`config.mk`:
```
export PLATFORM = sky130hd
export DESIGN_NAME = mdl_filter
export DESIGN_NICKNAME = d
export VERILOG_FILES = /design/src/rtl/core/motion_direction_looming_detector_top_macros.svh /design/src/rtl/core/mdl_pkg.sv /design/src/rtl/core/mdl_filter.sv
export SDC_FILE = /design/constraint.sdc
export NUM_CORES = 1
export LEC_CHECK = 0
export BUFFER_PORTS_ARGS = -buffer_cell sky130_fd_sc_hd__buf_2
export CAP_MARGIN = 20
export CORE_MARGIN = 1.5
export CORE_UTILIZATION = 42
export DETAILED_ROUTE_END_ITERATION = 16
export GPL_ROUTABILITY_DRIVEN = 0
export HOLD_SLACK_MARGIN = 0.06
export PLACE_DENSITY = 0.72
export REMOVE_ABC_BUFFERS = 1
export SLEW_MARGIN = 15
export SYNTH_ARGS = -nofsm -noshare
export SYNTH_HDL_FRONTEND = slang
export SYNTH_SLANG_ARGS = --single-unit
```
`constraint.sdc`:
```
create_clock -name clk -period 3.71 [get_ports clk]
set_clock_uncertainty 0.1 [all_clocks]
set_input_delay 0.5565 -clock clk [delete_from_list [all_inputs] [get_ports clk]]
set_output_delay 0.5565 -clock clk [all_outputs]
set_load 0.01 [all_outputs]
```
`src/rtl/core/motion_direction_looming_detector_top_macros.svh`:
```
// assertion macros for the motion direction and looming detector
`ifndef MOTION_DIRECTION_LOOMING_DETECTOR_TOP_MACROS_SVH
`define MOTION_DIRECTION_LOOMING_DETECTOR_TOP_MACROS_SVH
// implication checked at every edge outside reset
`define MDL_ASSERT_IMP(label, clk, rst_n, ante, cons, msg) \
  label: assert property (@(posedge clk) disable iff (!rst_n) (ante) |-> (cons)) \
    else $error(msg);
// next-cycle implication
`define MDL_ASSERT_NXT(label, clk, rst_n, ante, cons, msg) \
  label: assert property (@(posedge clk) disable iff (!rst_n) (ante) |=> (cons)) \
    else $error(msg);
`endif

```
`src/rtl/core/mdl_pkg.sv`:
```
`timescale 1ns / 1ps
// ----------------------------------------------------------------------------
// mdl_pkg
// types and constants shared by the detector modules
// ----------------------------------------------------------------------------
package mdl_pkg;
  localparam int Detectors = 8;
  localparam int CoordW = 16;
  localparam int DeltaW = 17;
  localparam int FiltW  = 24;
  localparam int MotW   = 18;
  localparam int SqW    = 34;
  localparam int RootW  = 17;

  localparam logic [2:0] DirNone  = 3'd0;
  localparam logic [2:0] DirLeft  = 3'd1;
  localparam logic [2:0] DirRight = 3'd2;
  localparam logic [2:0] DirUp    = 3'd3;
  localparam logic [2:0] DirDown  = 3'd4;

  localparam logic [1:0] RegAlpha  = 2'd0;
  localparam logic [1:0] RegThresh = 2'd1;
  localparam logic [1:0] RegMinCnt = 2'd2;

  typedef struct packed {
    logic [CoordW-1:0] start_x;
    logic [CoordW-1:0] start_y;
    logic [CoordW-1:0] end_x;
    logic [CoordW-1:0] end_y;
  } in_beat_t;

  typedef struct packed {
    logic signed [FiltW-1:0] filtered_x;
    logic signed [FiltW-1:0] filtered_y;
    logic [2:0]              direction;
    logic                    looming;
    logic [MotW-1:0]         left_motion;
    logic [MotW-1:0]         right_motion;
  } out_beat_t;

  typedef struct packed {
    logic start;
    logic busy;
    logic done;
  } unit_ctl_t;
endpackage

```
`src/rtl/core/mdl_filter.sv`:
```
`timescale 1ns / 1ps
// ----------------------------------------------------------------------------
// mdl_filter
// serial-parallel alpha multiply, one alpha bit per cycle, adds sum_in, floor and saturate
// ----------------------------------------------------------------------------
module mdl_filter import mdl_pkg::*; (
  input  logic                    clk,
  input  logic                    rst_n,
  input  logic                    start,
  input  logic [15:0]             alpha,
  input  logic signed [FiltW-1:0] f_in,
  input  logic signed [19:0]      sum_in,
  output unit_ctl_t               ctl,
  output logic signed [FiltW-1:0] f_out
);
  logic signed [41:0] acc_r, acc_nxt;
  logic [15:0]        al_r, al_nxt;
  logic signed [41:0] fsh_r, fsh_nxt;
  logic [4:0]         cnt_r, cnt_nxt;
  logic               busy_r, busy_nxt, done_r, done_nxt;
  logic signed [FiltW-1:0] res_r, res_nxt;
  logic signed [26:0] tot;

  always_comb begin
    acc_nxt  = acc_r;
    al_nxt   = al_r;
    fsh_nxt  = fsh_r;
    cnt_nxt  = cnt_r;
    busy_nxt = busy_r;
    done_nxt = 1'b0;
    res_nxt  = res_r;
    tot      = 27'(acc_r >>> 16) + 27'(sum_in);
    if (start) begin
      acc_nxt  = '0;
      al_nxt   = alpha;
      fsh_nxt  = 42'(f_in);
      cnt_nxt  = '0;
      busy_nxt = 1'b1;
    end else if (busy_r) begin
      if (cnt_r == 5'd16) begin
        busy_nxt = 1'b0;
        done_nxt = 1'b1;
        if (tot > 27'sd8388607) res_nxt = 24'sh7fffff;
        else if (tot < -27'sd8388608) res_nxt = 24'sh800000;
        else res_nxt = tot[FiltW-1:0];
      end else begin
        if (al_r[0]) acc_nxt = acc_r + fsh_r;
        al_nxt  = al_r >> 1;
        fsh_nxt = fsh_r <<< 1;
        cnt_nxt = cnt_r + 5'd1;
      end
    end
  end

  always_ff @(posedge clk) begin
    acc_r <= acc_nxt;
    al_r  <= al_nxt;
    fsh_r <= fsh_nxt;
    cnt_r <= cnt_nxt;
    res_r <= res_nxt;
    if (!rst_n) begin
      busy_r <= 1'b0;
      done_r <= 1'b0;
    end else begin
      busy_r <= busy_nxt;
      done_r <= done_nxt;
    end
  end

  assign ctl   = '{start: start, busy: busy_r, done: done_r};
  assign f_out = res_r;
endmodule
```
; ---- After elaboration in Yosys (flattened, before gate mapping)
; Cells that the tools add are included.
[word_totals]
elab_cells = 35
in_bits = 63
register_bits = 131
[op_classes]
n_lt_le_gt_ge = 2
n_eq_ne = 2
n_bitwise = 4
mux = 11
n_reduce_logical = 6
add_sub_neg = 3
[ops]
columns = cell, count
row1 = 2-to-1 mux 42 bit, 3
row2 = 2-to-1 mux 16 bit, 3
row3 = adder 42 bit, 1
row4 = adder 26 x 20 -> 27 bit, 1
row5 = "greater-than comparator 27 x 24 -> 1 bit, second input constant", 1
row6 = "less-than comparator 27 x 24 -> 1 bit, second input constant", 1
row7 = 2-to-1 mux 24 bit, 1
row8 = AND reduction 3 bit, 2
row9 = "adder 5 x 1 -> 5 bit, second input constant", 1
row10 = "equality test 5 bit, second input constant", 1
row11 = 2-to-1 mux 1 bit, 4
row12 = inverter 1 bit, 4
row13 = AND reduction 2 bit, 2
row14 = OR reduction 3 bit, 1
row15 = "inequality test 2 bit, second input constant", 1
row16 = nonzero test 2 bit, 1

; ---- Logic depth before layout (Yosys ltp)
[logic_depth]
depth_word = 4
ltp_mapped = 13
depth_no_buf = 12

; ---- Least setup slack after synthesis
; No wires, ideal clock.
[synth_path]
kind = input to register
from = in sum_in[0]
to = reg res_r[4] (netlist: f_out[4]), data pin
slack_ps = 281
path_buffers = 1
cell_stages = 13
required_ps = 3347
t_arrival_ps = 3066
path_cell_list = ha_1 > inv_1 > fa_1 > nor2b_1 > o31a_1 > o31a_1 > or3_4 > a211o_1 > a21oi_2 > xnor2_1 > o31ai_4 > buf_4 > o31ai_1
[synth_between]
elab_chain_len = 3
[synth_rtl]
columns = item, line
row1 = from (decl), mdl_filter.sv:12  ; input logic signed [19:0] sum_in,
row2 = adder 26 x 20 -> 27 bit *, mdl_filter.sv:32  ; tot = 27'(acc_r >>> 16) + 27'(sum_in);
row3 = less-than comparator 27 x 24 -> 1 bit, mdl_filter.sv:44  ; else if (tot < -27'sd8388608) res_nxt = 24'sh800000;
row4 = 2-to-1 mux 24 bit, mdl_filter.sv:44
row5 = to (signal assigned), mdl_filter.sv:60  ; res_r <= res_nxt;
row6 = to (decl), mdl_filter.sv:21  ; logic signed [FiltW-1:0] res_r, res_nxt;
; Every way passes the cells marked *; elsewhere a longest branch is shown, timed or not.
; A chain may end at the register's enable or synchronous reset.

; ---- Worst setup path after layout
[layout_path]
from = reg acc_r[16]
to = reg res_r[4] (netlist: f_out[4]), data pin
[layout_between]
elab_chain_len = 3
[layout_rtl]
columns = item, line
row1 = from (decl), mdl_filter.sv:16  ; logic signed [41:0] acc_r, acc_nxt;
row2 = from (signal assigned), mdl_filter.sv:56  ; acc_r <= acc_nxt;
row3 = adder 26 x 20 -> 27 bit *, mdl_filter.sv:32
row4 = less-than comparator 27 x 24 -> 1 bit, mdl_filter.sv:44
row5 = 2-to-1 mux 24 bit, mdl_filter.sv:44
; Marks and branches as above.

==> summary.txt <==
Synth
  • Synth cell count leaders: sky130_fd_sc_hd__a21oi_1, sky130_fd_sc_hd__nand2_1, sky130_fd_sc_hd__edfxtp_1
  • Count of cell types in the netlist: 63
  • Post-synthesis instance area: 8560 µm²
  • Number of instances in the synthesized netlist: 908
  • Fraction of the yosys area taken by sequential cells: 0.402
  • Ys flop type: sky130_fd_sc_hd__edfxtp_1
  • Average size of a mapped cell: 9.42 µm²
  • Fraction of synthesized cell area taken by the top area cell type: 0.288
  • Leading post-synthesis cells by cell area: sky130_fd_sc_hd__edfxtp_1, sky130_fd_sc_hd__dfxtp_1, sky130_fd_sc_hd__ha_1
  • Most numerous cell in the Yosys netlist: sky130_fd_sc_hd__a21oi_1
  • Post-synthesis async set-or-reset flop share: 0
  • Seq cells post-synth: between 100 and 150
  • Largest area contributor in the netlist: sky130_fd_sc_hd__edfxtp_1
  • Number of enable-type register cells in the synthesized netlist: 82
  • Number of warnings reported in the yosys synthesis log: 0

Clock tree
  • Cell at the root of the clock tree: sky130_fd_sc_hd__clkbuf_16
  • Reg clk slew, reported paths: 0.06 ns
  • Clock Path Buffers: 2
  • Resize count post-CTS: 0
  • H-tree depth: 4
  • Clock sinks: 131
  • Cts bufs inserted: 17
  • Clock latency on the worst-skew pair: around 0.42 ns
  • Hold bufs inserted after CTS: 0
  • Clock tree from TritonCTS: built
  • Buffers inserted by post-CTS timing repair: 0

Route
  • Number of optimization iterations in the first detailed-route pass: 5
  • # DRC: 0
  • DR vias: 6851
  • WL per Instance: 14.3 µm
  • Antenna viol nets, final: 0
  • DR iter-0 viols: 289
  • Via-per-instance ratio: 5.39
  • Final Routed Wirelength: 18200 µm

Layout
  • Syn-to-layout area delta: 15.8%
  • Antenna diode count: 0
  • Register cell area after layout: 3440 µm²
  • Fraction of final layout cells with drive strength greater than 1: 0.177
  • Filler cell count in the final layout: ~1900
  • Area of combinational cells with multiple inputs: 4770 µm²
  • Final Non-Filler Cells: 1271
  • Post-Layout Inst Area: 9910 µm²
  • # nets final: roughly 1100

Die
  • Width of the die: 146 µm
  • Vert. Die Dim: ~150 µm
  • Total Die Area: 21200 µm²
  • Initial cell density of the core: 0.426
  • Number of rows in the core area: 52
  • Area of the core: 20100 µm²
  • Boundary pin count: 90

Global route
  • Via count of the first global-routing pass: roughly 6400
  • GRT Residual Overflow: 0
  • Global-route wire length before repair: 30600 µm
  • Antenna violations before repair: 1
  • Total global-route track usage: 0.175
  • Largest net degree at the start of global routing: 69

STA
  • Shortest period the worst path allows: 3.46 ns
  • Unrepaired setup endpoints after global routing: no
  • Count of pins over their slew limit: 0
  • Final setup violation count: 0
  • Achievable clock frequency: 289 MHz
  • Final period utilization: 0.932
  • Number of hold violations in the final report: 0
  • Slew at the pin closest to its max-slew limit: between 0.8 and 0.9 ns
  • Worst slew margin: 0.451

Worst setup path
  • Slowest CP cell: sky130_fd_sc_hd__a211oi_1
  • Most frequent CP cell: sky130_fd_sc_hd__o31a_1
  • Worst Path Required: 3.85 ns
  • Dominant delay contributor by cell family on the critical path: compound AO/OA/AOI/OAI gates
  • Critical path capture point type: flip-flop
  • Cell-by-cell listing of the critical path: ha_1, inv_1, fa_1, nor2b_1, o31a_1, o31a_1, or3_4, a211o_1, a21oi_1, a211oi_1, a31oi_2, buf_12, o31ai_1
  • Worst setup SP type: flip-flop
  • WP buf/inv: 2
  • Critical path data arrival time: 3.60 ns
  • CP peak stage delay: 0.57 ns
  • Crit path max fanout: 23
  • Worst Path Class, Setup: reg2reg

Placement
  • Number of cells in the design after placement: 1239
  • Placed Instance Area: 9300 µm²
  • HPWL after detailed placement: between 10000 and 15000 µm
  • Number of buffers added on ports: 89

Power and ir drop
  • P_leak: 4.23 nW
  • Worst voltage drop across the vdd grid: 0.335 mV
  • Power per cell area: 459 nW/µm²
  • Overall power consumption: ~4.5 mW

Worst hold path
  • Worst min-delay path class: in2reg

Run
  • Number of max-cap violations: 0

Run status
  • Status: complete, no violations
## flip-flops by register name (all words and copies together), names as in the netlist
signal,cells
acc_r,42
al_r,16
busy_r,1
cnt_r,5
done_r,1
f_out,24
fsh_r,42
## final cells by class
| class | instances | share of cell area |
|---|---|---|
| Clock buffer | 24 | 0.0508 |
| Timing Repair Buffer | 101 | 0.0581 |
| Clock inverter | 8 | 0.00998 |
| Inverter | 46 | 0.0174 |
| Multi-Input combinational cell | 691 | 0.482 |
| Tap cell | 270 | 0.0341 |
| Sequential cell | 131 | 0.348 |
## worst paths after layout
| kind | cells past startpoint | startpoint | slack (ns) | to |
|---|---|---|---|---|
| worst max-delay path | 13 | acc_r[16] | 0.25 | f_out[4] |
| worst max register to register | 13 | acc_r[16] | 0.25 | f_out[4] |
| worst min register to register | 2 | acc_r[14] | 0.35 | acc_r[14] |
| worst min-delay path | 2 | rst_n | 0.25 | done_r |
## cells in the final DEF (no fill, tap or decap), types with 3 or more instances in the layout
master / n
sky130_fd_sc_hd__inv_1: 46
sky130_fd_sc_hd__or3_1: 5
sky130_fd_sc_hd__a211oi_1: 10
sky130_fd_sc_hd__o21ai_1: 18
sky130_fd_sc_hd__and3_1: 4
sky130_fd_sc_hd__o21ai_0: 61
sky130_fd_sc_hd__nor3_1: 14
sky130_fd_sc_hd__o21bai_1: 9
sky130_fd_sc_hd__and2_1: 12
sky130_fd_sc_hd__a21o_1: 33
sky130_fd_sc_hd__a21bo_2: 3
sky130_fd_sc_hd__nand4_1: 8
sky130_fd_sc_hd__buf_4: 10
sky130_fd_sc_hd__buf_2: 88
sky130_fd_sc_hd__o21a_1: 4
sky130_fd_sc_hd__ha_1: 69
sky130_fd_sc_hd__a22o_1: 10
sky130_fd_sc_hd__clkbuf_8: 3
sky130_fd_sc_hd__edfxtp_1: 82
sky130_fd_sc_hd__dfxtp_1: 49
sky130_fd_sc_hd__o211ai_1: 6
sky130_fd_sc_hd__nor2_1: 49
sky130_fd_sc_hd__nand2_1: 86
sky130_fd_sc_hd__a211o_1: 3
sky130_fd_sc_hd__o31ai_1: 8
sky130_fd_sc_hd__clkinv_2: 3
sky130_fd_sc_hd__clkbuf_16: 18
sky130_fd_sc_hd__nand2b_1: 6
sky130_fd_sc_hd__clkbuf_1: 3
sky130_fd_sc_hd__buf_12: 3
sky130_fd_sc_hd__nor2b_1: 6
sky130_fd_sc_hd__xnor2_1: 40
sky130_fd_sc_hd__a31oi_1: 12
sky130_fd_sc_hd__nor4_1: 8
sky130_fd_sc_hd__nand3_1: 16
sky130_fd_sc_hd__xor2_1: 22
sky130_fd_sc_hd__o31a_1: 5
sky130_fd_sc_hd__mux2_2: 36
sky130_fd_sc_hd__a21oi_1: 94
## through the flow
step | hold WS [ns] | setup slack (ns) | TNS (ns) | util
floorplan | 0.330 | 0.0454 | 0 | -
global placement | 0.343 | 0.0506 | 0 | 0.463
detailed placement | 0.349 | -0.00650 | -0.0127 | 0.463
CTS | 0.233 | 0.256 | 0 | 0.493
global route | 0.238 | 0.0662 | 0 | 0.493
finish | 0.252 | 0.251 | 0 | 0.493
## routing by layer
layer / global-route usage / routed length, µm / up-vias
met5: 0 / 0 / -
met3: 0.0345 / 836 / 19
met2: 0.281 / 8030 / 157
met1: 0.236 / 9050 / 3161
li1: - / - / 3514
met4: 0.0617 / 250 / 0
## worst reg2reg max path, delay by kind of cell (launching register included)
kind            cells  cell delay, ns
compound gates      7            1.57
buf+inv             2            0.25
flops               1            0.40
fa+ha+maj           2            0.61
simple gates        2            0.35
## cell families (layout without fill, tap and decap cells)
logic type,after synthesis,after routing,synth area share
AOI/OAI and AO/OA,297,297,0.217
xor gates and xnor gates,62,62,0.0635
DFF,131,131,0.402
adders and majority gates,71,71,0.106
muxes,37,37,0.0485
and+or+nand+nor,224,224,0.123
buffers and inverters,86,179,0.0402
## where the power goes
part	switching [mW]	internal, mW	total, mW	leakage (nW)
logic	0.615	0.472	1.09	2.74
clock network	0.606	1.08	1.69	0.291
registers	0.0712	1.70	1.77	1.20
total	1.29	3.25	4.55	4.23
Note: power is estimated with default switching activity, not from simulation.
