--- src/rtl/core/motion_direction_looming_detector_top_macros.svh ---
// assertion macros for the motion direction and looming detector
`ifndef MOTION_DIRECTION_LOOMING_DETECTOR_TOP_MACROS_SVH
`define MOTION_DIRECTION_LOOMING_DETECTOR_TOP_MACROS_SVH
// implication checked at every edge outside reset
`define MDL_ASSERT_IMP(label, clk, rst_n, ante, cons, msg) \
  label: assert property (@(posedge clk) disable iff (!rst_n) (ante) |-> (cons)) \
    else $error(msg);
// next-cycle implication
`define MDL_ASSERT_NXT(label, clk, rst_n, ante, cons, msg) \
  label: assert property (@(posedge clk) disable iff (!rst_n) (ante) |=> (cons)) \
    else $error(msg);
`endif

--- src/rtl/core/mdl_pkg.sv ---
`timescale 1ns / 1ps
// ----------------------------------------------------------------------------
// mdl_pkg
// types and constants shared by the detector modules
// ----------------------------------------------------------------------------
package mdl_pkg;
  localparam int Detectors = 8;
  localparam int CoordW = 16;
  localparam int DeltaW = 17;
  localparam int FiltW  = 24;
  localparam int MotW   = 18;
  localparam int SqW    = 34;
  localparam int RootW  = 17;

  localparam logic [2:0] DirNone  = 3'd0;
  localparam logic [2:0] DirLeft  = 3'd1;
  localparam logic [2:0] DirRight = 3'd2;
  localparam logic [2:0] DirUp    = 3'd3;
  localparam logic [2:0] DirDown  = 3'd4;

  localparam logic [1:0] RegAlpha  = 2'd0;
  localparam logic [1:0] RegThresh = 2'd1;
  localparam logic [1:0] RegMinCnt = 2'd2;

  typedef struct packed {
    logic [CoordW-1:0] start_x;
    logic [CoordW-1:0] start_y;
    logic [CoordW-1:0] end_x;
    logic [CoordW-1:0] end_y;
  } in_beat_t;

  typedef struct packed {
    logic signed [FiltW-1:0] filtered_x;
    logic signed [FiltW-1:0] filtered_y;
    logic [2:0]              direction;
    logic                    looming;
    logic [MotW-1:0]         left_motion;
    logic [MotW-1:0]         right_motion;
  } out_beat_t;

  typedef struct packed {
    logic start;
    logic busy;
    logic done;
  } unit_ctl_t;
endpackage

--- src/rtl/core/mdl_isqrt.sv ---
`timescale 1ns / 1ps
// ----------------------------------------------------------------------------
// mdl_isqrt
// digit-serial floor square root, two radicand bits per cycle
// ----------------------------------------------------------------------------
module mdl_isqrt import mdl_pkg::*; (
  input  logic             clk,
  input  logic             rst_n,
  input  logic             start,
  input  logic [SqW-1:0]   radicand,
  output unit_ctl_t        ctl,
  output logic [RootW-1:0] root
);
  localparam int Steps = SqW / 2;
  logic [SqW-1:0]   rad_r, rad_nxt;
  logic [RootW+1:0] rem_r, rem_nxt;
  logic [RootW-1:0] root_r, root_nxt;
  logic [4:0]       cnt_r, cnt_nxt;
  logic             busy_r, busy_nxt, done_r, done_nxt;
  logic [RootW+1:0] trial, rem_sh;

  always_comb begin
    rad_nxt  = rad_r;
    rem_nxt  = rem_r;
    root_nxt = root_r;
    cnt_nxt  = cnt_r;
    busy_nxt = busy_r;
    done_nxt = 1'b0;
    rem_sh   = {rem_r[RootW-1:0], rad_r[SqW-1 -: 2]};
    trial    = {root_r, 2'b01};
    if (start) begin
      rad_nxt  = radicand;
      rem_nxt  = '0;
      root_nxt = '0;
      cnt_nxt  = '0;
      busy_nxt = 1'b1;
    end else if (busy_r) begin
      rad_nxt = {rad_r[SqW-3:0], 2'b00};
      if (rem_sh >= trial) begin
        rem_nxt  = rem_sh - trial;
        root_nxt = {root_r[RootW-2:0], 1'b1};
      end else begin
        rem_nxt  = rem_sh;
        root_nxt = {root_r[RootW-2:0], 1'b0};
      end
      cnt_nxt = cnt_r + 5'd1;
      if (cnt_r == 5'(Steps - 1)) begin
        busy_nxt = 1'b0;
        done_nxt = 1'b1;
      end
    end
  end

  always_ff @(posedge clk) begin
    rad_r  <= rad_nxt;
    rem_r  <= rem_nxt;
    root_r <= root_nxt;
    cnt_r  <= cnt_nxt;
    if (!rst_n) begin
      busy_r <= 1'b0;
      done_r <= 1'b0;
    end else begin
      busy_r <= busy_nxt;
      done_r <= done_nxt;
    end
  end

  assign ctl  = '{start: start, busy: busy_r, done: done_r};
  assign root = root_r;
endmodule

--- config.mk ---
export PLATFORM = sky130hd
export DESIGN_NAME = mdl_isqrt
export DESIGN_NICKNAME = d
export VERILOG_FILES = /design/src/rtl/core/motion_direction_looming_detector_top_macros.svh /design/src/rtl/core/mdl_pkg.sv /design/src/rtl/core/mdl_isqrt.sv
export SDC_FILE = /design/constraint.sdc
export NUM_CORES = 1
export LEC_CHECK = 0
export BUFFER_PORTS_ARGS = -buffer_cell sky130_fd_sc_hd__buf_2
export CAP_MARGIN = 10
export CELL_PAD_IN_SITES_DETAIL_PLACEMENT = 2
export CELL_PAD_IN_SITES_GLOBAL_PLACEMENT = 2
export CORE_MARGIN = 2
export CORE_UTILIZATION = 37
export DETAILED_ROUTE_END_ITERATION = 7
export PLACE_DENSITY_LB_ADDON = 0.1
export SKIP_LAST_GASP = 1
export SLEW_MARGIN = 20
export SYNTH_ARGS = -nofsm -noshare
export SYNTH_HDL_FRONTEND = slang
export SYNTH_SLANG_ARGS = --single-unit
export TNS_END_PERCENT = 1
--- constraint.sdc ---
create_clock -name clk -period 2.8 [get_ports clk]
set_input_delay 0.42 -clock clk [delete_from_list [all_inputs] [get_ports clk]]
set_output_delay 0.42 -clock clk [all_outputs]
set_load 0.005 [all_outputs]
After elaboration in Yosys (flattened, before gate mapping):

Index checks and enable logic that the tools add are counted.

* register bits: 75
* input port bits: 37
* output and inout bits: 20
* word-level logic and storage cells: 22

* add/sub/neg operators: 2
* magnitude comparators: 1
* equal/unequal tests: 1
* muxes and demuxes: 8
* bitwise gates (word level): 2
* reduce and logical (&&, ||, !) cells: 2

Operator list (count)
* $mux W34: 2
* $ge A19 B19 Y1: 1
* $mux W17: 1
* $sub A17 B17 Y17: 1
* $add A5 B1 Y5 const B: 1
* $eq A5 B5 Y1 const B: 1
* $mux W1: 5
* $reduce_or A3 Y1: 1
* $not A1 Y1: 2
* $reduce_bool A2 Y1: 1

Depth between registers and ports, before layout:

Gate-level depths: netlist (run 1).

* depth in word-level cells: 4
* mapped depth: 11
* mapped depth without buffers: 9

Worst setup path before layout (run 1):

No wires, ideal clock.

* path kind: reg-to-reg
* start: reg root_r[1] (netlist: root[1])
* end: reg rem_r[13]
* arrival: 2.144 ns
* data required time: 2.631 ns
* slack: 0.487 ns
* cell stages (with the launch flop): 11
* period minus slack after synthesis: 2.313 ns
* cells stage by stage: dfxtp_1 > inv_1 > ha_1 > o211ai_1 > o21ai_2 > o2111ai_2 > a21o_2 > a31o_2 > buf_4 > a22oi_1 > o32ai_2

* cells in the longest elaborated chain, start to end: 2
* elaborated cells on any way between the ends: 3
* classes of those cells: 1 x add/sub; 1 x order compare; 1 x mux

Ends and longest elaborated chain
* start: declaration: RTL line mdl_isqrt.sv:17 `logic [RootW-1:0] root_r, root_nxt;`
* start signal: assignment: RTL line mdl_isqrt.sv:57 `root_r <= root_nxt;`
* $sub A17 B17 Y17 or $ge A19 B19 Y1 (tied branches): RTL line mdl_isqrt.sv:40, mdl_isqrt.sv:39
* $mux W17 *: RTL line mdl_isqrt.sv:39 `if (rem_sh >= trial) begin`
* end signal: assignment: RTL line mdl_isqrt.sv:56 `rem_r <= rem_nxt;`
* end: declaration: RTL line mdl_isqrt.sv:16 `logic [RootW+1:0] rem_r, rem_nxt;`

Every way passes the cells marked *; elsewhere a longest branch is shown, timed or not.
A chain may end at the register's enable or synchronous reset.

Final worst setup path (run 1):

* start: reg root_r[0] (netlist: root[0])
* end: reg rem_r[0]

* cells in the longest elaborated chain, start to end: 2

Ends and longest elaborated chain (RTL line)
* $ge A19 B19 Y1: mdl_isqrt.sv:39
* $mux W17: mdl_isqrt.sv:39

Every way passes these cells.

==> results of run 1 <==
==> kinds of logic (layout without fill, tap and decap cells) <==
kind of cell / count (synthesis) / after routing / share of synthesized area
flops: 75 / 75 / 0.4543
xor+xnor: 16 / 16 / 0.03457
simple gates: 100 / 100 / 0.1124
mux: 50 / 50 / 0.1333
compound gates: 78 / 78 / 0.1472
fa+ha+maj: 21 / 21 / 0.06481
buf+inv: 50 / 110 / 0.05339
==> worst max-delay path, cell delays in order, from the launching register on <==
cell and delay (ns):
sky130_fd_sc_hd__dfxtp_1 0.39, sky130_fd_sc_hd__inv_1 0.07, sky130_fd_sc_hd__ha_1 0.37, sky130_fd_sc_hd__o211ai_1 0.12
sky130_fd_sc_hd__o21ai_2 0.24, sky130_fd_sc_hd__o2111ai_2 0.17, sky130_fd_sc_hd__a21o_2 0.29, sky130_fd_sc_hd__a31oi_4 0.18
sky130_fd_sc_hd__buf_4 0.22, sky130_fd_sc_hd__o21ai_0 0.12, sky130_fd_sc_hd__a32o_1 0.29
==> state kept, by name (all words and copies together), names as in the netlist <==
name / count
root: 17
rad_r: 34
cnt_r: 5
busy_r: 1
rem_r: 17
done_r: 1
==> where the power goes <==
group,internal (mW),total (mW),leakage [nW],switching [mW]
Clock,0.437,0.853,0.0982,0.415
Combinational,1.05,2.70,1.13,1.65
Sequential,1.31,1.45,0.677,0.144
Total,2.80,5.01,1.91,2.21
==> layout make-up <==
cell class              instances  area share
multi-input cells             265      0.4276
flip-flops and latches         75      0.3949
repair buffers                 65     0.07453
well taps                     140     0.03753
clock buffers                  12     0.03110
inverters                      29     0.02332
clock inverters                 4     0.01099
==> cell usage in the layout, fill, tap and decap left out, types with 2 or more instances in the layout <==
cell type and instances:
sky130_fd_sc_hd__dfxtp_1 40, sky130_fd_sc_hd__a31o_2 2, sky130_fd_sc_hd__and2_1 3, sky130_fd_sc_hd__clkinv_4 2, sky130_fd_sc_hd__xnor2_1 9, sky130_fd_sc_hd__a221o_1 5, sky130_fd_sc_hd__clkbuf_8 10, sky130_fd_sc_hd__nand4_1 3
sky130_fd_sc_hd__o31ai_1 3, sky130_fd_sc_hd__a21oi_1 16, sky130_fd_sc_hd__inv_1 29, sky130_fd_sc_hd__ha_1 21, sky130_fd_sc_hd__a311oi_1 2, sky130_fd_sc_hd__nor3_1 11, sky130_fd_sc_hd__a211oi_1 3, sky130_fd_sc_hd__a31oi_1 3
sky130_fd_sc_hd__nor2_1 47, sky130_fd_sc_hd__a21o_1 6, sky130_fd_sc_hd__nand2b_1 6, sky130_fd_sc_hd__edfxtp_1 34, sky130_fd_sc_hd__o211ai_1 7, sky130_fd_sc_hd__mux2_2 32, sky130_fd_sc_hd__o21bai_1 2, sky130_fd_sc_hd__o21ai_0 10
sky130_fd_sc_hd__xor2_1 7, sky130_fd_sc_hd__clkbuf_1 2, sky130_fd_sc_hd__o311a_1 3, sky130_fd_sc_hd__nand2_1 16, sky130_fd_sc_hd__buf_4 9, sky130_fd_sc_hd__a41oi_1 2, sky130_fd_sc_hd__nand3_1 7, sky130_fd_sc_hd__mux2i_1 18
sky130_fd_sc_hd__buf_2 56
==> metrics by stage <==
step | worst slack [ns] | cells | cell area, um2
after floorplan | 0.4867 | 390 | 4054
after global placement | 0.3613 | 574 | 4471
after detailed placement | 0.2640 | 574 | 4471
after CTS | 0.2455 | 590 | 4667
after global routing | 0.06612 | 590 | 4667
final | 0.2531 | 590 | 4667
==> layer usage <==
layer / vias up / part of all wire / track usage / wire, um
li1: 1515 / - / - / -
met4: 0 / 0.022 / 0.06868 / 237
met3: 17 / 0.031 / 0.05021 / 344
met2: 39 / 0.49 / 0.3371 / 5426
met5: - / 0 / 0 / 0
met1: 1580 / 0.45 / 0.2548 / 4976
==> worst min-delay path by stage <==
stage	start	end	slack, ns
2_1_floorplan	rem_r[15]	rem_r[15]	0.44
3_3_place_gp	rem_r[15]	rem_r[15]	0.50
3_5_place_dp	cnt_r[4]	cnt_r[4]	0.51
4_1_cts	rst_n	busy_r	0.29
5_1_grt	rst_n	busy_r	0.31
6_report	rst_n	busy_r	0.30
==> results_tabular.tex, run 1 <==
\begin{tabular}{lr}
\hline
Metric & Value \\
\hline
\multicolumn{2}{l}{\textbf{CTS}} \\
Number of buffers inserted by hold repair at cts & 0 \\
Number of buffers on the longest clock path & 2 \\
CTS H-Tree Depth & 3 \\
Clock buffer count from CTS & 9 \\
Clock root buffer master & sky130\_fd\_sc\_hd\_\_clkbuf\_8 \\
Total of cells resized after clock tree synthesis & 0 \\
CTS tree & yes \\
Count of clock tree sinks & 75 \\
Clock latency of the later-clocked register in the worst-skew pair & 0.36 ns \\
Post-CTS Setup Inserts & 0 \\
CTS clk-pin slew, worst paths & 0.08 ns \\
\multicolumn{2}{l}{\textbf{Placement}} \\
\# port buffers & 56 \\
RePlAce Congestion & 0.7991 \\
Placed wire-length estimate after detailed placement & 8120 um \\
\multicolumn{2}{l}{\textbf{Critical path}} \\
Setup Crit Path Kind & reg2reg \\
Worst r2r src & root[0] \\
Last element of the critical path & rem\_r[0] \\
Crit start category & register \\
Required time at the worst-slack endpoint & roughly 3.1 ns \\
Maximum fanout count along the critical path & 11 \\
Minimum setup slack among reg-to-reg paths & between 0.2 and 0.3 ns \\
Source of the critical timing path & root[0] \\
Setup crit end kind & register \\
Number of cells traversed by the worst register-to-register path & 10 \\
Critical register-to-register path endpoint & rem\_r[0] \\
Data arrival time of the worst path & between 2 and 3 ns \\
\multicolumn{2}{l}{\textbf{Route}} \\
Via density per instance & $\sim$5.3 \\
Initial DRC Count & 59 \\
Number of iterations in the first detailed-routing pass & 6 \\
Routed WL per cell & between 15 and 20 um \\
Vias & 3,151 \\
Final ANT Viol Nets & 0 \\
Post-detailed-routing wire length & between 10,000 and 15,000 um \\
DR DRC count & 0 \\
\multicolumn{2}{l}{\textbf{STA}} \\
Summed negative setup slack over all endpoints & 0 ns \\
\# setup viols final & 0 \\
Min Clock Period, post-route & between 2 and 3 ns \\
Final hold violation count & 0 \\
Max Clock Skew & between 0.005 and 0.006 ns \\
Final max-slew violation count & 0 \\
Unrepaired setup endpoints after global routing & no \\
Headroom to the max-slew limit & 0.4249 \\
Fmax & between 300 and 400 MHz \\
Final worst-path cycle share & 0.9096 \\
Worst hold slack after final layout & between 0.2 and 0.3 ns \\
Transition time of the tightest slew-check pin & $\sim$0.86 ns \\
\multicolumn{2}{l}{\textbf{Die}} \\
Standard-cell rows & 38 \\
Die outline width & between 100 and 150 um \\
Die outline area & approximately 0.012 mm2 \\
Count of pins on the block boundary & 57 \\
Core area & 0.01075 mm2 \\
Vertical die dimension & 108.7 um \\
Initial standard-cell utilization of the core & 0.3773 \\
\multicolumn{2}{l}{\textbf{Finish}} \\
Area of the multi-input gates & between 0.0015 and 0.002 mm2 \\
Area used by sequential logic in the layout & approximately 0.0018 mm2 \\
Layout overhead on the synthesized area & 15.12\% \\
Layout cells sized above 1 & 0.2733 \\
Final net count & slightly above 500 \\
Diodes inserted & 0 \\
Layout filler cell count & between 1,000 and 1,500 \\
Utilization after layout & 0.4343 \\
\multicolumn{2}{l}{\textbf{Synthesis}} \\
Leading cell types by count after synthesis & 47 x sky130\_fd\_sc\_hd\_\_nor2\_1, 41 x sky130\_fd\_sc\_hd\_\_dfxtp\_1, 34 x sky130\_fd\_sc\_hd\_\_edfxtp\_1 \\
Cell types with the largest area share after synthesis & sky130\_fd\_sc\_hd\_\_edfxtp\_1 25\%, sky130\_fd\_sc\_hd\_\_dfxtp\_1 20\%, sky130\_fd\_sc\_hd\_\_mux2\_2 8.9\% \\
Netlist cell types & between 50 and 60 \\
Number of enable flip-flop cells after synthesis & 34 \\
Cells after Synth & between 300 and 400 \\
Proportion of synthesized chip area in sequential cells & 0.4543 \\
Post-synthesis async set-or-reset flop share & 0 \\
Most instantiated library cell after synthesis & sky130\_fd\_sc\_hd\_\_nor2\_1 \\
Most common flop cell mapped by yosys & sky130\_fd\_sc\_hd\_\_dfxtp\_1 \\
Fraction of synthesized cell area taken by the top area cell type & 0.2519 \\
Yosys warns & 0 \\
Number of nets in the synthesized netlist & around 450 \\
Total of flip-flops plus latches after synthesis & 75 \\
Library cell occupying the most area in the post-synthesis netlist & sky130\_fd\_sc\_hd\_\_edfxtp\_1 \\
Cell area after synthesis & between 0.004 and 0.005 mm2 \\
Avg Inst Size Synth & slightly above 10 um2 \\
\multicolumn{2}{l}{\textbf{GRT}} \\
GRT Total Usage & 0.2018 \\
Number of antenna violations at the first check in global routing & 0 \\
Total congestion overflow after global routing & 0 \\
Vias in the first global route & around 3,400 \\
Pin count of the biggest net entering global routing & 55 \\
Wire length of the first global-routing pass & around 18,000 um \\
\multicolumn{2}{l}{\textbf{Min path}} \\
Min-Delay Path Class & in2reg \\
Hold depth & 3 \\
\multicolumn{2}{l}{\textbf{Power}} \\
PnR Total Power & between 5 and 6 mW \\
P per Cell Area & 1073 mW/mm2 \\
Worst IR drop on VDD & 349.7 uV \\
Leakage component of the power & 1.907 nW \\
\multicolumn{2}{l}{\textbf{Status}} \\
Outcome & complete, no violations \\
\multicolumn{2}{l}{\textbf{Job}} \\
Max-cap viol count & 0 \\
\hline
\end{tabular}
No activity file was read; power rests on OpenSTA's default activity.
==> run 2, diff against run 1 <==
CORE_ASPECT_RATIO = 0.6   (was unset)
==> run 2 against run 1 <==
Critical path depth is the same. Sequential cell count unchanged. Routed wire length rose by 21%. Power grew 15%. Sequential power about the same. First-iteration DRC count grew to 3.5 times the previous value. Sequential share of layout area fell by 1.5 points. Worst hold slack gained 0.074 ns. Core utilization increased by 2.3 points. Clock skew grew 0.00082 ns.
==> results_tabular.tex, run 2 (synthesis results as in run 1) <==
\begin{tabular}{lr}
\hline
Metric & Value \\
\hline
\multicolumn{2}{l}{\textbf{Critical path}} \\
Slowest-stage cell, CP & sky130\_fd\_sc\_hd\_\_ha\_1 \\
Crit-path max cell delay & slightly below 0.4 ns \\
Data arrival time of the worst path & about 2.9 ns \\
Maximum fanout count along the critical path & 10 \\
Minimum setup slack among reg-to-reg paths & about 0.13 ns \\
Source of the critical timing path & root[11] \\
Crit start category & register \\
Critical register-to-register path endpoint & rem\_r[15] \\
Setup Crit Path Kind & reg2reg \\
Required time at the worst-slack endpoint & around 3 ns \\
List of cells traversed by the critical path & inv\_1, ha\_1, a21oi\_1, o21ai\_0, a21o\_1, a21oi\_4, a31oi\_4, buf\_4, o211ai\_1, o311ai\_1 \\
Last element of the critical path & rem\_r[15] \\
Number of cells traversed by the worst register-to-register path & 10 \\
Worst r2r src & root[11] \\
Setup crit end kind & register \\
\multicolumn{2}{l}{\textbf{CTS}} \\
Count of clock tree sinks & 75 \\
CTS tree & yes \\
Number of buffers on the longest clock path & 2 \\
Clock buffer count from CTS & 9 \\
CTS H-Tree Depth & 3 \\
Clock latency of the later-clocked register in the worst-skew pair & approximately 0.34 ns \\
CTS clk-pin slew, worst paths & $\sim$0.060 ns \\
Clock root buffer master & sky130\_fd\_sc\_hd\_\_clkbuf\_16 \\
\multicolumn{2}{l}{\textbf{Route}} \\
Via density per instance & 5.550 \\
Post-detailed-routing wire length & between 10,000 and 15,000 um \\
Number of iterations in the first detailed-routing pass & 4 \\
Initial DRC Count & slightly above 200 \\
DR DRC count & 0 \\
Final ANT Viol Nets & 0 \\
Routed WL per cell & roughly 22 um \\
Vias & between 3,000 and 4,000 \\
\multicolumn{2}{l}{\textbf{Finish}} \\
Register ranked first by flip-flop count & rad\_r \\
Layout cells sized above 1 & 0.2873 \\
Flip-flop count of the largest register after layout & 34 \\
Layout Cell Area excl Fill & between 0.004 and 0.005 mm2 \\
Diodes inserted & 0 \\
Leading cell types in the layout, fill and taps excluded & 56 x sky130\_fd\_sc\_hd\_\_buf\_2, 47 x sky130\_fd\_sc\_hd\_\_nor2\_1, 39 x sky130\_fd\_sc\_hd\_\_dfxtp\_1 \\
Most common library cell in the layout ignoring fill and taps & sky130\_fd\_sc\_hd\_\_buf\_2 \\
Final net count & approximately 500 \\
Layout overhead on the synthesized area & 19.85\% \\
\multicolumn{2}{l}{\textbf{Placement}} \\
RePlAce Congestion & 0.8977 \\
\# port buffers & 56 \\
Area post-placement & about 0.0045 mm2 \\
Placed wire-length estimate after detailed placement & about 9700 um \\
\multicolumn{2}{l}{\textbf{Power}} \\
Proportion of total power due to net switching & 0.4353 \\
Power dissipated by switching net loads & 2.501 mW \\
Combinational share of power & 0.528 \\
Worst IR drop on VDD & slightly below 400 uV \\
Portion of total power attributed to the clock network & 0.213 \\
Sequential share of power & 0.258 \\
PnR Total Power & between 5 and 6 mW \\
Leakage component of the power & between 1.5 and 2 nW \\
Cell-internal power & around 3.2 mW \\
P per Cell Area & about 1200 mW/mm2 \\
\multicolumn{2}{l}{\textbf{GRT}} \\
Number of antenna violations at the first check in global routing & 0 \\
Met1 track utilization from global routing & 0.3398 \\
Most heavily used metal layer in global routing & met2 \\
Vias in the first global route & 3,501 \\
Met2 global-route usage & 0.3430 \\
Pin count of the biggest net entering global routing & a little under 60 \\
Global-route met3 utilization & 0.05474 \\
GRT Total Usage & 0.2293 \\
Total congestion overflow after global routing & 0 \\
Wire length of the first global-routing pass & slightly above 20,000 um \\
\multicolumn{2}{l}{\textbf{STA}} \\
Worst hold slack after final layout & roughly 0.37 ns \\
Transition time of the tightest slew-check pin & $\sim$0.77 ns \\
Final worst-path cycle share & 0.9525 \\
Final max-slew violation count & 0 \\
Unrepaired setup endpoints after global routing & yes \\
Min Clock Period, post-route & 2.667 ns \\
Headroom to the max-slew limit & 0.4832 \\
Final hold violation count & 0 \\
Max Clock Skew & around 0.0067 ns \\
\# setup viols final & 0 \\
Fmax & around 370 MHz \\
Summed negative setup slack over all endpoints & 0 ns \\
\multicolumn{2}{l}{\textbf{Job}} \\
Max-cap viol count & 0 \\
\multicolumn{2}{l}{\textbf{Die}} \\
Core area & between 0.01 and 0.015 mm2 \\
Standard-cell rows & 29 \\
Initial standard-cell utilization of the core & 0.3813 \\
Die outline area & approximately 0.012 mm2 \\
Vertical die dimension & 85.08 um \\
Count of pins on the block boundary & 57 \\
Die outline width & about 140 um \\
\multicolumn{2}{l}{\textbf{Min path}} \\
Min-Delay Path Class & in2reg \\
\multicolumn{2}{l}{\textbf{Status}} \\
Outcome & complete, no violations \\
\hline
\end{tabular}
## run 2: cell types whose count changed in the layout (fill, tap and decap cells not counted), sizes merged
cell / change
clkbuf: -2
bufinv: +1
inv: +1
buf: +6
## run 2: final cells by class
type / instances / area (um2)
Clock buffer: 10 / 229.0
Multi-Input combinational cell: 265 / 2017
Clock inverter: 6 / 80.08
Tap cell: 139 / 173.9
Sequential cell: 75 / 1844
Fill cell: 1142 / 5773
Timing Repair Buffer: 71 / 405.4
Inverter: 29 / 108.9
## run 2: through the flow
| stage | instances | worst slack, ns | utilization |
|---|---|---|---|
| after global routing | 595 | -0.01743 | 0.4570 |
| after detailed placement | 575 | 0.06025 | 0.4230 |
| final | 595 | 0.1330 | 0.4570 |
| after CTS | 593 | 0.09800 | 0.4535 |
| after global placement | 575 | 0.2462 | 0.4230 |
| after floorplan | 390 | 0.4867 | - |
## run 2: critical path, delay by kind of cell, from the launching register on
family	cells	cell delay, ns
AOI/OAI and AO/OA	7	1.45
adders and majority gates	1	0.39
buffers and inverters	2	0.32
DFF	1	0.37
## run 2: repair_timing
item / CTS / global route
setup endpoints to repair: 1 / 14
setup buffers: 2 / 2
hold buffers: 0 / 0
resized for setup: 0 / 5
pin swaps: 1 / 2
## run 2: power groups by stage
stage | Sequential, mW | Clock, mW | Combinational [mW]
global placement | 1.49 | 0 | 2.60
CTS | 1.47 | 1.25 | 2.83
detailed placement | 1.49 | 0 | 2.71
global route | 1.49 | 1.29 | 3.23
finish | 1.48 | 1.23 | 3.03
floorplan | 1.40 | 0 | 2.02
## run 2: how the worst min path moves through the flow
stage                           start         to  slack, ns  cells past startpoint
final                     radicand[0]   rad_r[0]       0.37                      2
after global routing      radicand[0]   rad_r[0]       0.38                      2
after CTS                       rst_n     busy_r       0.36                      3
after detailed placement    rem_r[15]  rem_r[15]       0.50                      2
after global placement      rem_r[15]  rem_r[15]       0.50                      2
after floorplan             rem_r[15]  rem_r[15]       0.44                      2
## run 2: per-layer routing
layer  share of wire  vias to the layer above
met1            0.50                     1661
met2            0.42                       96
li1                -                     1531
met4           0.011                        0
met3           0.073                       14
met5               0                        -
==> run 3, diff against run 2 <==
ABC_AREA = 1   (was unset)
CORE_UTILIZATION = 34   (was 37)
==> run 3 against run 2 <==
Global-route usage fell by 2.1 points. Cell count is 32% higher. Final area rose by 5.4%. Synthesized cell count grew 45%. Register-to-register slack improved by 0.24 ns. Worst hold slack got worse by 0.032 ns. Critical path depth increased by 4. Power fell by 1.5%. Critical path type unchanged. Largest cell class unchanged. Highest routed layer unchanged.
==> results_tabular.tex, run 3 <==
\begin{tabular}{lr}
\hline
Metric & Value \\
\hline
\multicolumn{2}{l}{\textbf{Status}} \\
Outcome & complete, no violations \\
\multicolumn{2}{l}{\textbf{Power}} \\
Worst IR drop on VDD & about 490 uV \\
Sequential share of power & 0.244 \\
P per Cell Area & 1105 mW/mm2 \\
Power dissipated by switching net loads & between 2 and 2.5 mW \\
Cell-internal power & roughly 3.2 mW \\
Leakage component of the power & between 2 and 3 nW \\
Portion of total power attributed to the clock network & 0.243 \\
Proportion of total power due to net switching & 0.4388 \\
Combinational share of power & 0.513 \\
\multicolumn{2}{l}{\textbf{GRT}} \\
Wire length of the first global-routing pass & approximately 22,000 um \\
Met1 track utilization from global routing & 0.3141 \\
Number of antenna violations at the first check in global routing & 0 \\
GRT Total Usage & 0.2085 \\
Met2 global-route usage & 0.3116 \\
Most heavily used metal layer in global routing & met1 \\
Vias in the first global route & between 4,000 and 5,000 \\
Global-route met3 utilization & 0.03970 \\
Pin count of the biggest net entering global routing & 40 \\
Total congestion overflow after global routing & 0 \\
\multicolumn{2}{l}{\textbf{Synthesis}} \\
Most common flop cell mapped by yosys & sky130\_fd\_sc\_hd\_\_dfxtp\_1 \\
Number of enable flip-flop cells after synthesis & 34 \\
Total of flip-flops plus latches after synthesis & 75 \\
Post-synthesis async set-or-reset flop share & 0 \\
Cell types with the largest area share after synthesis & sky130\_fd\_sc\_hd\_\_edfxtp\_1 24\%, sky130\_fd\_sc\_hd\_\_nand2\_1 21\%, sky130\_fd\_sc\_hd\_\_dfxtp\_1 19\% \\
Proportion of synthesized chip area in sequential cells & 0.4246 \\
Number of nets in the synthesized netlist & between 600 and 700 \\
Most instantiated library cell after synthesis & sky130\_fd\_sc\_hd\_\_nand2\_1 \\
Cells after Synth & between 500 and 600 \\
Fraction of synthesized cell area taken by the top area cell type & 0.2354 \\
Cell area after synthesis & between 0.004 and 0.005 mm2 \\
Library cell occupying the most area in the post-synthesis netlist & sky130\_fd\_sc\_hd\_\_edfxtp\_1 \\
Yosys warns & 0 \\
Avg Inst Size Synth & between 7 and 8 um2 \\
Leading cell types by count after synthesis & 239 x sky130\_fd\_sc\_hd\_\_nand2\_1, 63 x sky130\_fd\_sc\_hd\_\_inv\_1, 41 x sky130\_fd\_sc\_hd\_\_dfxtp\_1 \\
Netlist cell types & 39 \\
\multicolumn{2}{l}{\textbf{STA}} \\
Min Clock Period, post-route & 2.427 ns \\
Final worst-path cycle share & 0.8667 \\
Transition time of the tightest slew-check pin & 0.5707 ns \\
Final setup slack of the worst path & 0.3732 ns \\
\# setup viols final & 0 \\
Worst hold slack after final layout & $\sim$0.34 ns \\
Headroom to the max-slew limit & 0.6191 \\
Max Clock Skew & roughly 0.0052 ns \\
Final max-slew violation count & 0 \\
Summed negative setup slack over all endpoints & 0 ns \\
Final hold violation count & 0 \\
Unrepaired setup endpoints after global routing & no \\
Fmax & between 400 and 500 MHz \\
\multicolumn{2}{l}{\textbf{Route}} \\
Initial DRC Count & roughly 140 \\
Via density per instance & about 4.7 \\
Routed WL per cell & approximately 17 um \\
DR DRC count & 0 \\
Number of iterations in the first detailed-routing pass & 4 \\
Post-detailed-routing wire length & between 10,000 and 15,000 um \\
Vias & between 3,000 and 4,000 \\
Final ANT Viol Nets & 0 \\
\multicolumn{2}{l}{\textbf{Die}} \\
Die outline area & around 0.014 mm2 \\
Standard-cell rows & 31 \\
Count of pins on the block boundary & 57 \\
Core area & roughly 0.012 mm2 \\
Die outline width & approximately 150 um \\
Initial standard-cell utilization of the core & 0.3539 \\
Vertical die dimension & between 90 and 100 um \\
\multicolumn{2}{l}{\textbf{CTS}} \\
CTS H-Tree Depth & 3 \\
Clock root buffer master & sky130\_fd\_sc\_hd\_\_clkbuf\_16 \\
Post-CTS Setup Inserts & 0 \\
Clock buffer count from CTS & 9 \\
Clock latency of the later-clocked register in the worst-skew pair & 0.33 ns \\
CTS clk-pin slew, worst paths & around 0.060 ns \\
Total of cells resized after clock tree synthesis & 0 \\
CTS tree & yes \\
Number of buffers on the longest clock path & 2 \\
Count of clock tree sinks & 75 \\
Number of buffers inserted by hold repair at cts & 0 \\
\multicolumn{2}{l}{\textbf{Placement}} \\
Placed wire-length estimate after detailed placement & 10,550 um \\
RePlAce Congestion & 0.8084 \\
Pre-CTS setup slack & just under 0.4 ns \\
\# port buffers & between 50 and 60 \\
\multicolumn{2}{l}{\textbf{Min path}} \\
Min-Delay Path Class & in2reg \\
\multicolumn{2}{l}{\textbf{Finish}} \\
Leading cell types in the layout, fill and taps excluded & 239 x sky130\_fd\_sc\_hd\_\_nand2\_1, 62 x sky130\_fd\_sc\_hd\_\_inv\_1, 56 x sky130\_fd\_sc\_hd\_\_buf\_2 \\
Diodes inserted & 0 \\
Layout filler cell count & between 1,000 and 1,500 \\
Area used by sequential logic in the layout & 0.001842 mm2 \\
Final net count & approximately 680 \\
Area of the multi-input gates & between 0.002 and 0.0025 mm2 \\
Layout cells sized above 1 & 0.2170 \\
Register ranked first by flip-flop count & rad\_r \\
Most common library cell in the layout ignoring fill and taps & sky130\_fd\_sc\_hd\_\_nand2\_1 \\
Layout overhead on the synthesized area & 18.00\% \\
Flip-flop count of the largest register after layout & 34 \\
\multicolumn{2}{l}{\textbf{Critical path}} \\
Crit start category & register \\
Most used cell along the critical path & sky130\_fd\_sc\_hd\_\_nand2\_1 \\
Data arrival time of the worst path & approximately 2.7 ns \\
Setup Crit Path Kind & reg2reg \\
List of cells traversed by the critical path & inv\_1, ha\_1, nand2\_1, nand2\_1, nand3\_1, nand2\_1, nand2\_1, nand2\_2, nor2\_8, nand2\_8, nand2\_2, nand2\_1, nand2\_1, nand2\_1 \\
Required time at the worst-slack endpoint & a little over 3 ns \\
Maximum fanout count along the critical path & 18 \\
Crit-path max cell delay & $\sim$0.38 ns \\
Number of buffers and inverters on the critical path & 1 \\
Setup crit end kind & register \\
Family with the most delay on the worst path & simple AND/OR/NAND/NOR gates \\
Slowest-stage cell, CP & sky130\_fd\_sc\_hd\_\_ha\_1 \\
\multicolumn{2}{l}{\textbf{Job}} \\
Max-cap viol count & 0 \\
\hline
\end{tabular}
[run 3: changes by cell type after synthesis, sizes merged, moves of 6 or more]
cell / delta
inv: +43
nor3: -7
o22ai: +16
nand2b: -6
o211ai: -6
nand3b: +10
mux2: -32
mux2i: -18
nand3: +26
a21o: -7
nand2: +239
nor2: -26
[run 3: routing by layer]
metal,wire (um),part of all wire,vias to the layer above
li1,-,-,1894
met2,5674,0.43,47
met5,0,0,-
met3,451,0.034,10
met1,7059,0.53,1786
met4,84,0.0063,0
[run 3: path summary, 6_finish.rpt]
check	startpoint	to	slack (ns)	depth (start not counted)
worst max-delay path	root[10]	rem_r[14]	0.37	14
worst min-delay path	rst_n	done_r	0.34	3
worst max register to register	root[10]	rem_r[14]	0.37	14
worst min register to register	rem_r[16]	rem_r[16]	0.46	2
[run 3: final cells by class]
cell class              instances  share of cell area
flip-flops and latches         75              0.3598
inverters                      73             0.05353
clock inverters                 5             0.02102
well taps                     165             0.04033
multi-input cells             397              0.4111
repair buffers                 61             0.06453
clock buffers                  11             0.04962
[run 3: logic make-up after synthesis]
| family | Yosys count | share of synthesized area |
|---|---|---|
| compound gates | 39 | 0.05307 |
| buf+inv | 92 | 0.09085 |
| flops | 75 | 0.4246 |
| simple gates | 330 | 0.3568 |
| fa+ha+maj | 21 | 0.06057 |
| xor+xnor | 7 | 0.01413 |
[run 3: power groups by stage]
stage	registers, mW	clock network, mW	logic, mW
4_1_cts	1.38	1.40	2.92
3_3_place_gp	1.40	0	2.79
2_1_floorplan	1.36	0	2.33
6_report	1.38	1.38	2.90
5_1_grt	1.39	1.45	3.28
3_5_place_dp	1.40	0	2.89
[run 3: worst register-to-register path: stages (launching register included)]
cell and delay (ns):
sky130_fd_sc_hd__dfxtp_1 0.33, sky130_fd_sc_hd__inv_1 0.07, sky130_fd_sc_hd__ha_1 0.38, sky130_fd_sc_hd__nand2_1 0.09
sky130_fd_sc_hd__nand2_1 0.11, sky130_fd_sc_hd__nand3_1 0.10, sky130_fd_sc_hd__nand2_1 0.13, sky130_fd_sc_hd__nand2_1 0.11
sky130_fd_sc_hd__nand2_2 0.10, sky130_fd_sc_hd__nor2_8 0.30, sky130_fd_sc_hd__nand2_8 0.20, sky130_fd_sc_hd__nand2_2 0.20
sky130_fd_sc_hd__nand2_1 0.08, sky130_fd_sc_hd__nand2_1 0.08, sky130_fd_sc_hd__nand2_1 0.05
[run 3: stage by stage]
| stage | power (mW) | std cells | util | cell area [um2] |
|---|---|---|---|---|
| 2_1_floorplan | 3.690 | 564 | - | 4338 |
| 3_3_place_gp | 4.185 | 771 | 0.3881 | 4757 |
| 3_5_place_dp | 4.296 | 771 | 0.3881 | 4757 |
| 4_1_cts | 5.703 | 787 | 0.4176 | 5119 |
| 5_1_grt | 6.129 | 787 | 0.4176 | 5119 |
| 6_report | 5.656 | 787 | 0.4176 | 5119 |
